## config.mk

```make
export PLATFORM = sky130hd
export DESIGN_NAME = memory_write_frame_serializer
export DESIGN_NICKNAME = d
export VERILOG_FILES = /design/src/rtl/mwfs_pkg.sv /design/src/rtl/memory_write_frame_serializer.sv /design/src/rtl/mwfs_front.sv /design/src/rtl/mwfs_queue.sv /design/src/rtl/mwfs_back.sv
export SDC_FILE = /design/constraint.sdc
export NUM_CORES = 1
export LEC_CHECK = 0
export BUFFER_PORTS_ARGS = -buffer_cell sky130_fd_sc_hd__buf_2
export CORE_MARGIN = 4
export CORE_UTILIZATION = 41
export DETAILED_ROUTE_END_ITERATION = 7
export GPL_TIMING_DRIVEN = 0
export PLACE_DENSITY = 0.68
export SLEW_MARGIN = 20
export SYNTH_ARGS = -nofsm -noshare
export SYNTH_HDL_FRONTEND = slang
export SYNTH_SLANG_ARGS = --single-unit
```

## constraint.sdc

```tcl
create_clock -name i_clk -period 6.61 [get_ports i_clk]
set_input_delay 1.6525 -clock i_clk [delete_from_list [all_inputs] [get_ports i_clk]]
set_output_delay 1.6525 -clock i_clk [all_outputs]
set_load 0.01 [all_outputs]
```

## src/rtl/mwfs_pkg.sv

```systemverilog
// Package for the memory write frame serializer.
// Holds the frame item type, byte constants and group codes. No dependencies.
package mwfs_pkg;

    localparam int unsigned ADDR_W       = 26;
    localparam int unsigned ADDR_WORD_W  = 29;
    localparam int unsigned WORD_W       = 32;
    localparam int unsigned DEF_QUEUE_DEPTH = 2;

    localparam logic [7:0] MARK_BYTE    = 8'hEF;
    localparam logic [7:0] ADDR_TRAIL   = 8'hFC;
    localparam logic [7:0] DATA_TRAIL   = 8'hFE;
    localparam logic [7:0] CLOSE_FIRST  = 8'h01;
    localparam logic [7:0] CLOSE_SECOND = 8'hEB;

    // Group codes: four address bytes, tag, eight data bytes, close
    localparam logic [3:0] GRP_ADDR_B3  = 4'd0;
    localparam logic [3:0] GRP_ADDR_B2  = 4'd1;
    localparam logic [3:0] GRP_ADDR_B1  = 4'd2;
    localparam logic [3:0] GRP_ADDR_B0  = 4'd3;
    localparam logic [3:0] GRP_TAG      = 4'd4;
    localparam logic [3:0] GRP_LEFT_B3  = 4'd5;
    localparam logic [3:0] GRP_LEFT_B2  = 4'd6;
    localparam logic [3:0] GRP_LEFT_B1  = 4'd7;
    localparam logic [3:0] GRP_LEFT_B0  = 4'd8;
    localparam logic [3:0] GRP_RIGHT_B3 = 4'd9;
    localparam logic [3:0] GRP_RIGHT_B2 = 4'd10;
    localparam logic [3:0] GRP_RIGHT_B1 = 4'd11;
    localparam logic [3:0] GRP_RIGHT_B0 = 4'd12;
    localparam logic [3:0] GRP_CLOSE    = 4'd13;

    typedef enum logic [1:0] {
        PH_LEAD,
        PH_MARK,
        PH_TRAIL
    } t_phase;

    typedef enum logic {
        BK_IDLE,
        BK_SEND
    } t_back_state;

    typedef struct packed {
        logic [ADDR_WORD_W-1:0] addr_word;
        logic                   left_par;
        logic                   right_par;
        logic [WORD_W-1:0]      left_word;
        logic [WORD_W-1:0]      right_word;
    } t_frame;

endpackage

```

## src/rtl/memory_write_frame_serializer.sv

```systemverilog
// Channel   Valid        Ready         Payload
// in        i_in_valid   o_in_ready    i_address, i_left_word, i_right_word
// out       o_out_valid  i_out_ready   o_out_byte, o_group_start, o_last
//
// Each accepted write becomes a frame of 41 bytes, one byte per cycle while
// the output is taken; the byte sequencer in the back end sets that figure.
// A write reaching an idle back end passes the queue and the frame register;
// its first byte is then registered in the output register. Frames queued
// behind it follow with no gap. Up to QUEUE_DEPTH writes wait in the queue
// while the output stalls. Reset is synchronous, active low.
// Top level: front end, frame queue and back end. Depends on mwfs_pkg and
// the mwfs_front, mwfs_queue and mwfs_back modules.
module memory_write_frame_serializer
    import mwfs_pkg::*;
#(
    parameter int unsigned QUEUE_DEPTH = DEF_QUEUE_DEPTH
) (
    input  logic              i_clk,
    input  logic              i_rst_n,
    input  logic              i_in_valid,
    output logic              o_in_ready,
    input  logic [ADDR_W-1:0] i_address,
    input  logic [WORD_W-1:0] i_left_word,
    input  logic [WORD_W-1:0] i_right_word,
    output logic              o_out_valid,
    input  logic              i_out_ready,
    output logic [7:0]        o_out_byte,
    output logic              o_group_start,
    output logic              o_last
);

    t_frame w_front_frame;
    t_frame w_q_data;
    logic   w_q_ready;
    logic   w_q_valid;
    logic   w_q_pop;
    logic   w_push;

    assign o_in_ready = w_q_ready;
    assign w_push     = i_in_valid && w_q_ready;

    mwfs_front u_front (
        .i_address    (i_address),
        .i_left_word  (i_left_word),
        .i_right_word (i_right_word),
        .o_frame      (w_front_frame)
    );

    mwfs_queue #(
        .QUEUE_DEPTH (QUEUE_DEPTH)
    ) u_queue (
        .i_clk   (i_clk),
        .i_rst_n (i_rst_n),
        .i_push  (w_push),
        .i_data  (w_front_frame),
        .o_ready (w_q_ready),
        .i_pop   (w_q_pop),
        .o_valid (w_q_valid),
        .o_data  (w_q_data)
    );

    mwfs_back u_back (
        .i_clk         (i_clk),
        .i_rst_n       (i_rst_n),
        .i_q_valid     (w_q_valid),
        .i_q_data      (w_q_data),
        .o_q_pop       (w_q_pop),
        .o_out_valid   (o_out_valid),
        .i_out_ready   (i_out_ready),
        .o_out_byte    (o_out_byte),
        .o_group_start (o_group_start),
        .o_last        (o_last)
    );

`ifndef SYNTHESIS
    // The byte after a frame's last one opens a new group
    a_last_then_start: assert property (@(posedge i_clk) disable iff (!i_rst_n)
        o_out_valid && i_out_ready && o_last |=> !o_out_valid || o_group_start)
        else $error("byte after frame end does not start a group");

    // Pop only from a non-empty queue
    a_pop_nonempty: assert property (@(posedge i_clk) disable iff (!i_rst_n)
        w_q_pop |-> w_q_valid)
        else $error("queue popped while empty");

    // Output is empty right after reset
    a_reset_clear: assert property (@(posedge i_clk)
        !i_rst_n |=> !o_out_valid)
        else $error("output valid after reset");
`endif

endmodule

```

## src/rtl/mwfs_front.sv

```systemverilog
// Front end: builds the address word with tag and parity bits and the data
// parities for one accepted write. Depends on mwfs_pkg.
module mwfs_front
    import mwfs_pkg::*;
(
    input  logic [ADDR_W-1:0] i_address,
    input  logic [WORD_W-1:0] i_left_word,
    input  logic [WORD_W-1:0] i_right_word,
    output t_frame            o_frame
);

    logic w_low_par;
    logic w_high_par;

    // Low parity covers bits 0-9 and the tag bit 26, which is always set
    assign w_low_par  = ~(^i_address[9:0]);
    assign w_high_par = ^i_address[22:10];

    always_comb begin
        o_frame.addr_word  = {w_high_par, w_low_par, 1'b1, i_address};
        o_frame.left_par   = ^i_left_word;
        o_frame.right_par  = ^i_right_word;
        o_frame.left_word  = i_left_word;
        o_frame.right_word = i_right_word;
    end

endmodule

```

## src/rtl/mwfs_queue.sv

```systemverilog
// Short frame queue between front and back ends.
// Depth must be a power of two, at least 2. Depends on mwfs_pkg.
module mwfs_queue
    import mwfs_pkg::*;
#(
    parameter int unsigned QUEUE_DEPTH = DEF_QUEUE_DEPTH
) (
    input  logic   i_clk,
    input  logic   i_rst_n,
    input  logic   i_push,
    input  t_frame i_data,
    output logic   o_ready,
    input  logic   i_pop,
    output logic   o_valid,
    output t_frame o_data
);

    localparam int unsigned PTR_W = $clog2(QUEUE_DEPTH);
    localparam int unsigned CNT_W = $clog2(QUEUE_DEPTH + 1);

    t_frame             r_entry [QUEUE_DEPTH];
    logic [PTR_W-1:0]   r_wr_ptr;
    logic [PTR_W-1:0]   r_rd_ptr;
    logic [CNT_W-1:0]   r_count;
    logic [CNT_W-1:0]   n_count;

    assign o_ready = (r_count != CNT_W'(QUEUE_DEPTH));
    assign o_valid = (r_count != '0);
    assign o_data  = r_entry[r_rd_ptr];

    always_comb begin
        n_count = r_count;
        if (i_push && !i_pop) begin
            n_count = r_count + CNT_W'(1);
        end else if (!i_push && i_pop) begin
            n_count = r_count - CNT_W'(1);
        end
    end

    always_ff @(posedge i_clk) begin
        if (!i_rst_n) begin
            r_wr_ptr <= '0;
            r_rd_ptr <= '0;
            r_count  <= '0;
        end else begin
            r_count <= n_count;
            if (i_push) begin
                r_wr_ptr <= r_wr_ptr + PTR_W'(1);
            end
            if (i_pop) begin
                r_rd_ptr <= r_rd_ptr + PTR_W'(1);
            end
        end
    end

    always_ff @(posedge i_clk) begin
        if (i_push) begin
            r_entry[r_wr_ptr] <= i_data;
        end
    end

endmodule

```

## src/rtl/mwfs_back.sv

```systemverilog
// Back end: walks one frame group by group and drives the inverted bytes
// through an output register. Depends on mwfs_pkg.
module mwfs_back
    import mwfs_pkg::*;
(
    input  logic       i_clk,
    input  logic       i_rst_n,
    input  logic       i_q_valid,
    input  t_frame     i_q_data,
    output logic       o_q_pop,
    output logic       o_out_valid,
    input  logic       i_out_ready,
    output logic [7:0] o_out_byte,
    output logic       o_group_start,
    output logic       o_last
);

    t_back_state r_state, n_state;
    t_phase      r_phase, n_phase;
    logic [3:0]  r_group, n_group;
    t_frame      r_cur;
    logic        r_out_valid, n_out_valid;
    logic [7:0]  r_out_byte;
    logic        r_group_start;
    logic        r_last;

    logic        w_advance;
    logic        w_frame_end;
    logic        w_load;
    logic [7:0]  w_lead;
    logic [7:0]  w_byte;

    assign o_out_valid   = r_out_valid;
    assign o_out_byte    = r_out_byte;
    assign o_group_start = r_group_start;
    assign o_last        = r_last;

    // Leading byte of the current group
    always_comb begin
        case (r_group)
            GRP_ADDR_B3:  w_lead = {3'b000, r_cur.addr_word[28:24]};
            GRP_ADDR_B2:  w_lead = r_cur.addr_word[23:16];
            GRP_ADDR_B1:  w_lead = r_cur.addr_word[15:8];
            GRP_ADDR_B0:  w_lead = r_cur.addr_word[7:0];
            GRP_TAG:      w_lead = {1'b0, r_cur.left_par, r_cur.right_par, 5'b00000};
            GRP_LEFT_B3:  w_lead = r_cur.left_word[31:24];
            GRP_LEFT_B2:  w_lead = r_cur.left_word[23:16];
            GRP_LEFT_B1:  w_lead = r_cur.left_word[15:8];
            GRP_LEFT_B0:  w_lead = r_cur.left_word[7:0];
            GRP_RIGHT_B3: w_lead = r_cur.right_word[31:24];
            GRP_RIGHT_B2: w_lead = r_cur.right_word[23:16];
            GRP_RIGHT_B1: w_lead = r_cur.right_word[15:8];
            GRP_RIGHT_B0: w_lead = r_cur.right_word[7:0];
            GRP_CLOSE:    w_lead = CLOSE_FIRST;
            default:      w_lead = CLOSE_FIRST;
        endcase
    end

    always_comb begin
        case (r_phase)
            PH_LEAD:  w_byte = w_lead;
            PH_MARK:  w_byte = (r_group == GRP_CLOSE) ? CLOSE_SECOND : MARK_BYTE;
            PH_TRAIL: w_byte = (r_group <= GRP_ADDR_B0) ? ADDR_TRAIL : DATA_TRAIL;
            default:  w_byte = MARK_BYTE;
        endcase
    end

    assign w_advance   = (r_state == BK_SEND) && (!r_out_valid || i_out_ready);
    assign w_frame_end = (r_group == GRP_CLOSE) && (r_phase == PH_MARK);
    assign w_load      = i_q_valid && ((r_state == BK_IDLE) || (w_advance && w_frame_end));
    assign o_q_pop     = w_load;

    always_comb begin
        n_state     = r_state;
        n_phase     = r_phase;
        n_group     = r_group;
        n_out_valid = r_out_valid;
        if (r_out_valid && i_out_ready) begin
            n_out_valid = 1'b0;
        end
        case (r_state)
            BK_IDLE: begin
                if (i_q_valid) begin
                    n_state = BK_SEND;
                    n_phase = PH_LEAD;
                    n_group = GRP_ADDR_B3;
                end
            end
            BK_SEND: begin
                if (w_advance) begin
                    n_out_valid = 1'b1;
                    if (w_frame_end) begin
                        n_phase = PH_LEAD;
                        n_group = GRP_ADDR_B3;
                        n_state = i_q_valid ? BK_SEND : BK_IDLE;
                    end else begin
                        case (r_phase)
                            PH_LEAD:  n_phase = PH_MARK;
                            PH_MARK:  n_phase = PH_TRAIL;
                            PH_TRAIL: begin
                                n_phase = PH_LEAD;
                                n_group = r_group + 4'd1;
                            end
                            default:  n_phase = PH_LEAD;
                        endcase
                    end
                end
            end
            default: n_state = BK_IDLE;
        endcase
    end

    always_ff @(posedge i_clk) begin
        if (!i_rst_n) begin
            r_state     <= BK_IDLE;
            r_phase     <= PH_LEAD;
            r_group     <= GRP_ADDR_B3;
            r_out_valid <= 1'b0;
        end else begin
            r_state     <= n_state;
            r_phase     <= n_phase;
            r_group     <= n_group;
            r_out_valid <= n_out_valid;
        end
    end

    always_ff @(posedge i_clk) begin
        if (w_load) begin
            r_cur <= i_q_data;
        end
        if (w_advance) begin
            r_out_byte    <= ~w_byte;
            r_group_start <= (r_phase == PH_LEAD);
            r_last        <= w_frame_end;
        end
    end

endmodule
```

==> qor.yml <==
outcome:
  status: "completed"
sta:
  rsz0062_at_grt: "no"
  fin_ws_ns: 3.658
  setup_viol: 0
  worst_pin_slew_ns: 0.7365
  hold_viol_final: 0
  slew_viol_final: 0
  fin_crit_sh_pct: 44.66
  min_period_ns: 2.952
  max_freq_mhz: 338.7
  skew_ns: 0.01312
  max_slew_margin_pct: 50.90
  hold_ws_ns: 0.5416
synth:
  yosys-top-cells-area: "edfxtp_1 (72%), mux2_2 (9.3%), xnor2_1 (5.5%)"
  synthMuxAreaShare_pct: 9.790
  synth-seq-area-share_pct: 73.66
  synthXorXnorAreaFrac_pct: 6.159
  synth-seq-cells: 304
  synth_cell_type_count: 48
  syn-cell-area_um2: 12230
  syn_inst: 689
  ys_warn_count: 0
  yosys.area_share.simple_pct: 2.496
  synth_fp_nets: 794
  synth_top_family_by_area: "multiplexers"
  synth_compound_area_share_pct: 5.064
  syn_avg_cell_area_um2: 17.75
  synthAdderAreaFrac_pct: 1.125
  synth_top_area_cell: "edfxtp_1"
  synth_top_area_share_pct: 71.69
finish:
  n_antenna_cell: 0
  syn2layout_area_growth_pct: 17.07
  fillCellCount: 2465
  utilization_pct: 49.22
  design_area_um2: 14320
  instances_no_fill: 1241
  layout-drive-gt1-share_pct: 33.37
  fin_nets: 938
power_and_ir_drop:
  p_leak_nw: 4.836
  peakVddDrop_uv: 183.8
  power.density_nw_per_um2: 386.9
place:
  dp_hpwl_mm: 17.40
  place_area_um2: 13400
  gp_congestion: 0.8747
  dp_worst_setup_slack_ns: 3.257
  dpl.cell_count: 1184
  port_buffers: 105
global_route:
  grt_usage_pct: 15.18
  grt_pass1_wl_mm: 38.32
  globalRouteMet2Util_pct: 24.02
  grt_max_degree: 67
  use_met1_pct: 21.69
  grt-busiest-layer: "met2"
  antenna_found_initial: 1
  overflow: 0
  grtUsageMet3_pct: 3.479
  grt_pass1_vias: 6452
setup_path:
  crit_arrival_ns: 1.30
  crit_fanout: 5
  cp_num_buf_inv: 1
  cp_slowest_cell: "dfxtp_1"
  critical_path.max_stage_delay_ns: 0.41
  required_ns: 4.96
  timing_worst_setup_path_type: "register to output pin"
  cp-end-kind: "output pin"
  crit_chain: "nand2b_1 -> buf_2"
  path_delay_family: "flip-flops"
  cp-start-kind: "register"
floorplan:
  dieWidth_um: 180.7
  core_um2: 29090
  design.die.area_um2: 32660
  ios: 106
  die_h_um: 180.7
  start_util_pct: 42.04
  rows: 62
clocking:
  insertion_delay_ns: 0.56
  cts_tree: "yes"
  clockRootBuffer: "clkbuf_16"
  hold_buffers: 0
  cts_made_buffers: 31
  path_clk_slew_ns: 0.06
  max-clock-path-buffers: 3
  cts.sinks: 304
  htreeDepth: 1
  post_cts_resized: 0
  post_cts_buffers: 0
flow_run:
  drv_cap: 0
route:
  drtIter0Drc: 653
  antenna_left: 0
  vias: 6331
  drt_first_pass_iters: 6
  via_per_inst: 5.102
  wl_mm: 25.50
  wire_per_inst_um: 20.54
  drc_errors: 0
min_path:
  hold_path.class: "register to register"
-- cell usage after synthesis, drive strengths merged --
master	number
mux2i	3
o22ai	3
nand2	14
or3	2
inv	9
ha	11
a21boi	4
a311oi	1
o221ai	1
a211oi	2
nand3	7
o21ai	14
buf	25
nand2b	4
a211o	2
or2	1
nor2b	9
o21bai	1
a221oi	8
a32o	1
clkbuf	5
nand4	4
nor2	10
a32oi	3
nor3	2
o21a	3
dfxtp	12
a2111oi	1
o211ai	5
xnor2	77
a21oi	11
a31oi	4
a222oi	9
a22oi	11
and3	2
mux2	103
and2	4
edfxtp	292
xor2	9
-- layout by cell type, fill, tap and decap left out, types with 5 or more instances in the layout --
cell and count:
dfxtp_1 12, ha_1 11, nor2_1 9, edfxtp_1 292, xor2_1 9, a222oi_1 9
clkbuf_16 31, a21oi_1 10, nor2b_1 8, o21ai_0 9, a22oi_1 11, nand3_1 7
clkbuf_1 11, a221oi_1 8, buf_2 122, o211ai_1 5, o21ai_1 5, xnor2_1 77
clkinv_1 12, nand2_1 14, inv_1 8, mux2_2 101
-- cells by family after synthesis --
logic type,count (synthesis)
AOI/OAI and AO/OA,84
xor gates and xnor gates,86
adders and majority gates,11
buffers and inverters,39
DFF,304
muxes,106
and+or+nand+nor,59
-- registers in the layout, indices dropped and copies added (netlist names) --
signal and count:
u_back.o_out_byte 8, u_back.o_out_valid 1, u_back.r_state 1, u_back.r_phase 2, u_queue.r_count 2, u_queue.r_rd_ptr 1, u_back.r_group 4, u_queue.r_wr_ptr 1
u_back.o_last 1, u_back.r_cur 94, u_queue.r_entry 188, u_back.o_group_start 1
-- layer usage --
| metal | routed length [um] | vias up |
|---|---|---|
| li1 | - | 2957 |
| met1 | 10990 | 3102 |
| met2 | 12030 | 238 |
| met3 | 2051 | 32 |
| met4 | 409 | 2 |
| met5 | 11 | - |
-- path summary, 6_finish.rpt --
check	depth (start not counted)	slack, ns	start	to
max	2	3.66	u_queue.r_count[0]	o_in_ready
min	1	0.54	u_queue.r_entry[1][82]	u_back.r_cur[82]
max reg2reg	7	3.94	u_back.r_phase[1]	u_back.r_cur[74]
min reg2reg	1	0.54	u_queue.r_entry[1][82]	u_back.r_cur[82]
-- layout make-up --
type	count	area [um2]	share of cell area [%]
sequential	304	9009	62.92
multi-input combinational	346	3025	21.13
clock buffer	37	798.3	5.575
timing repair buffer	111	668.1	4.666
tap	384	480.5	3.355
buffer	30	175.2	1.223
clock inverter	20	123.9	0.8651
inverter	9	38.79	0.2709
-- report_power, final --
part,switching [mW],internal (mW),total (mW)
clock network,0.694,0.894,1.59
logic,0.627,0.447,1.07
registers,0.164,2.71,2.88
-- through the flow --
stage          TNS (ns)  power, mW
2_1_floorplan         0      3.572
3_3_place_gp    -217.47      3.991
3_5_place_dp          0      3.999
4_1_cts               0      5.591
5_1_grt               0      5.789
6_report              0      5.539
(Power assumes the default switching activity.)
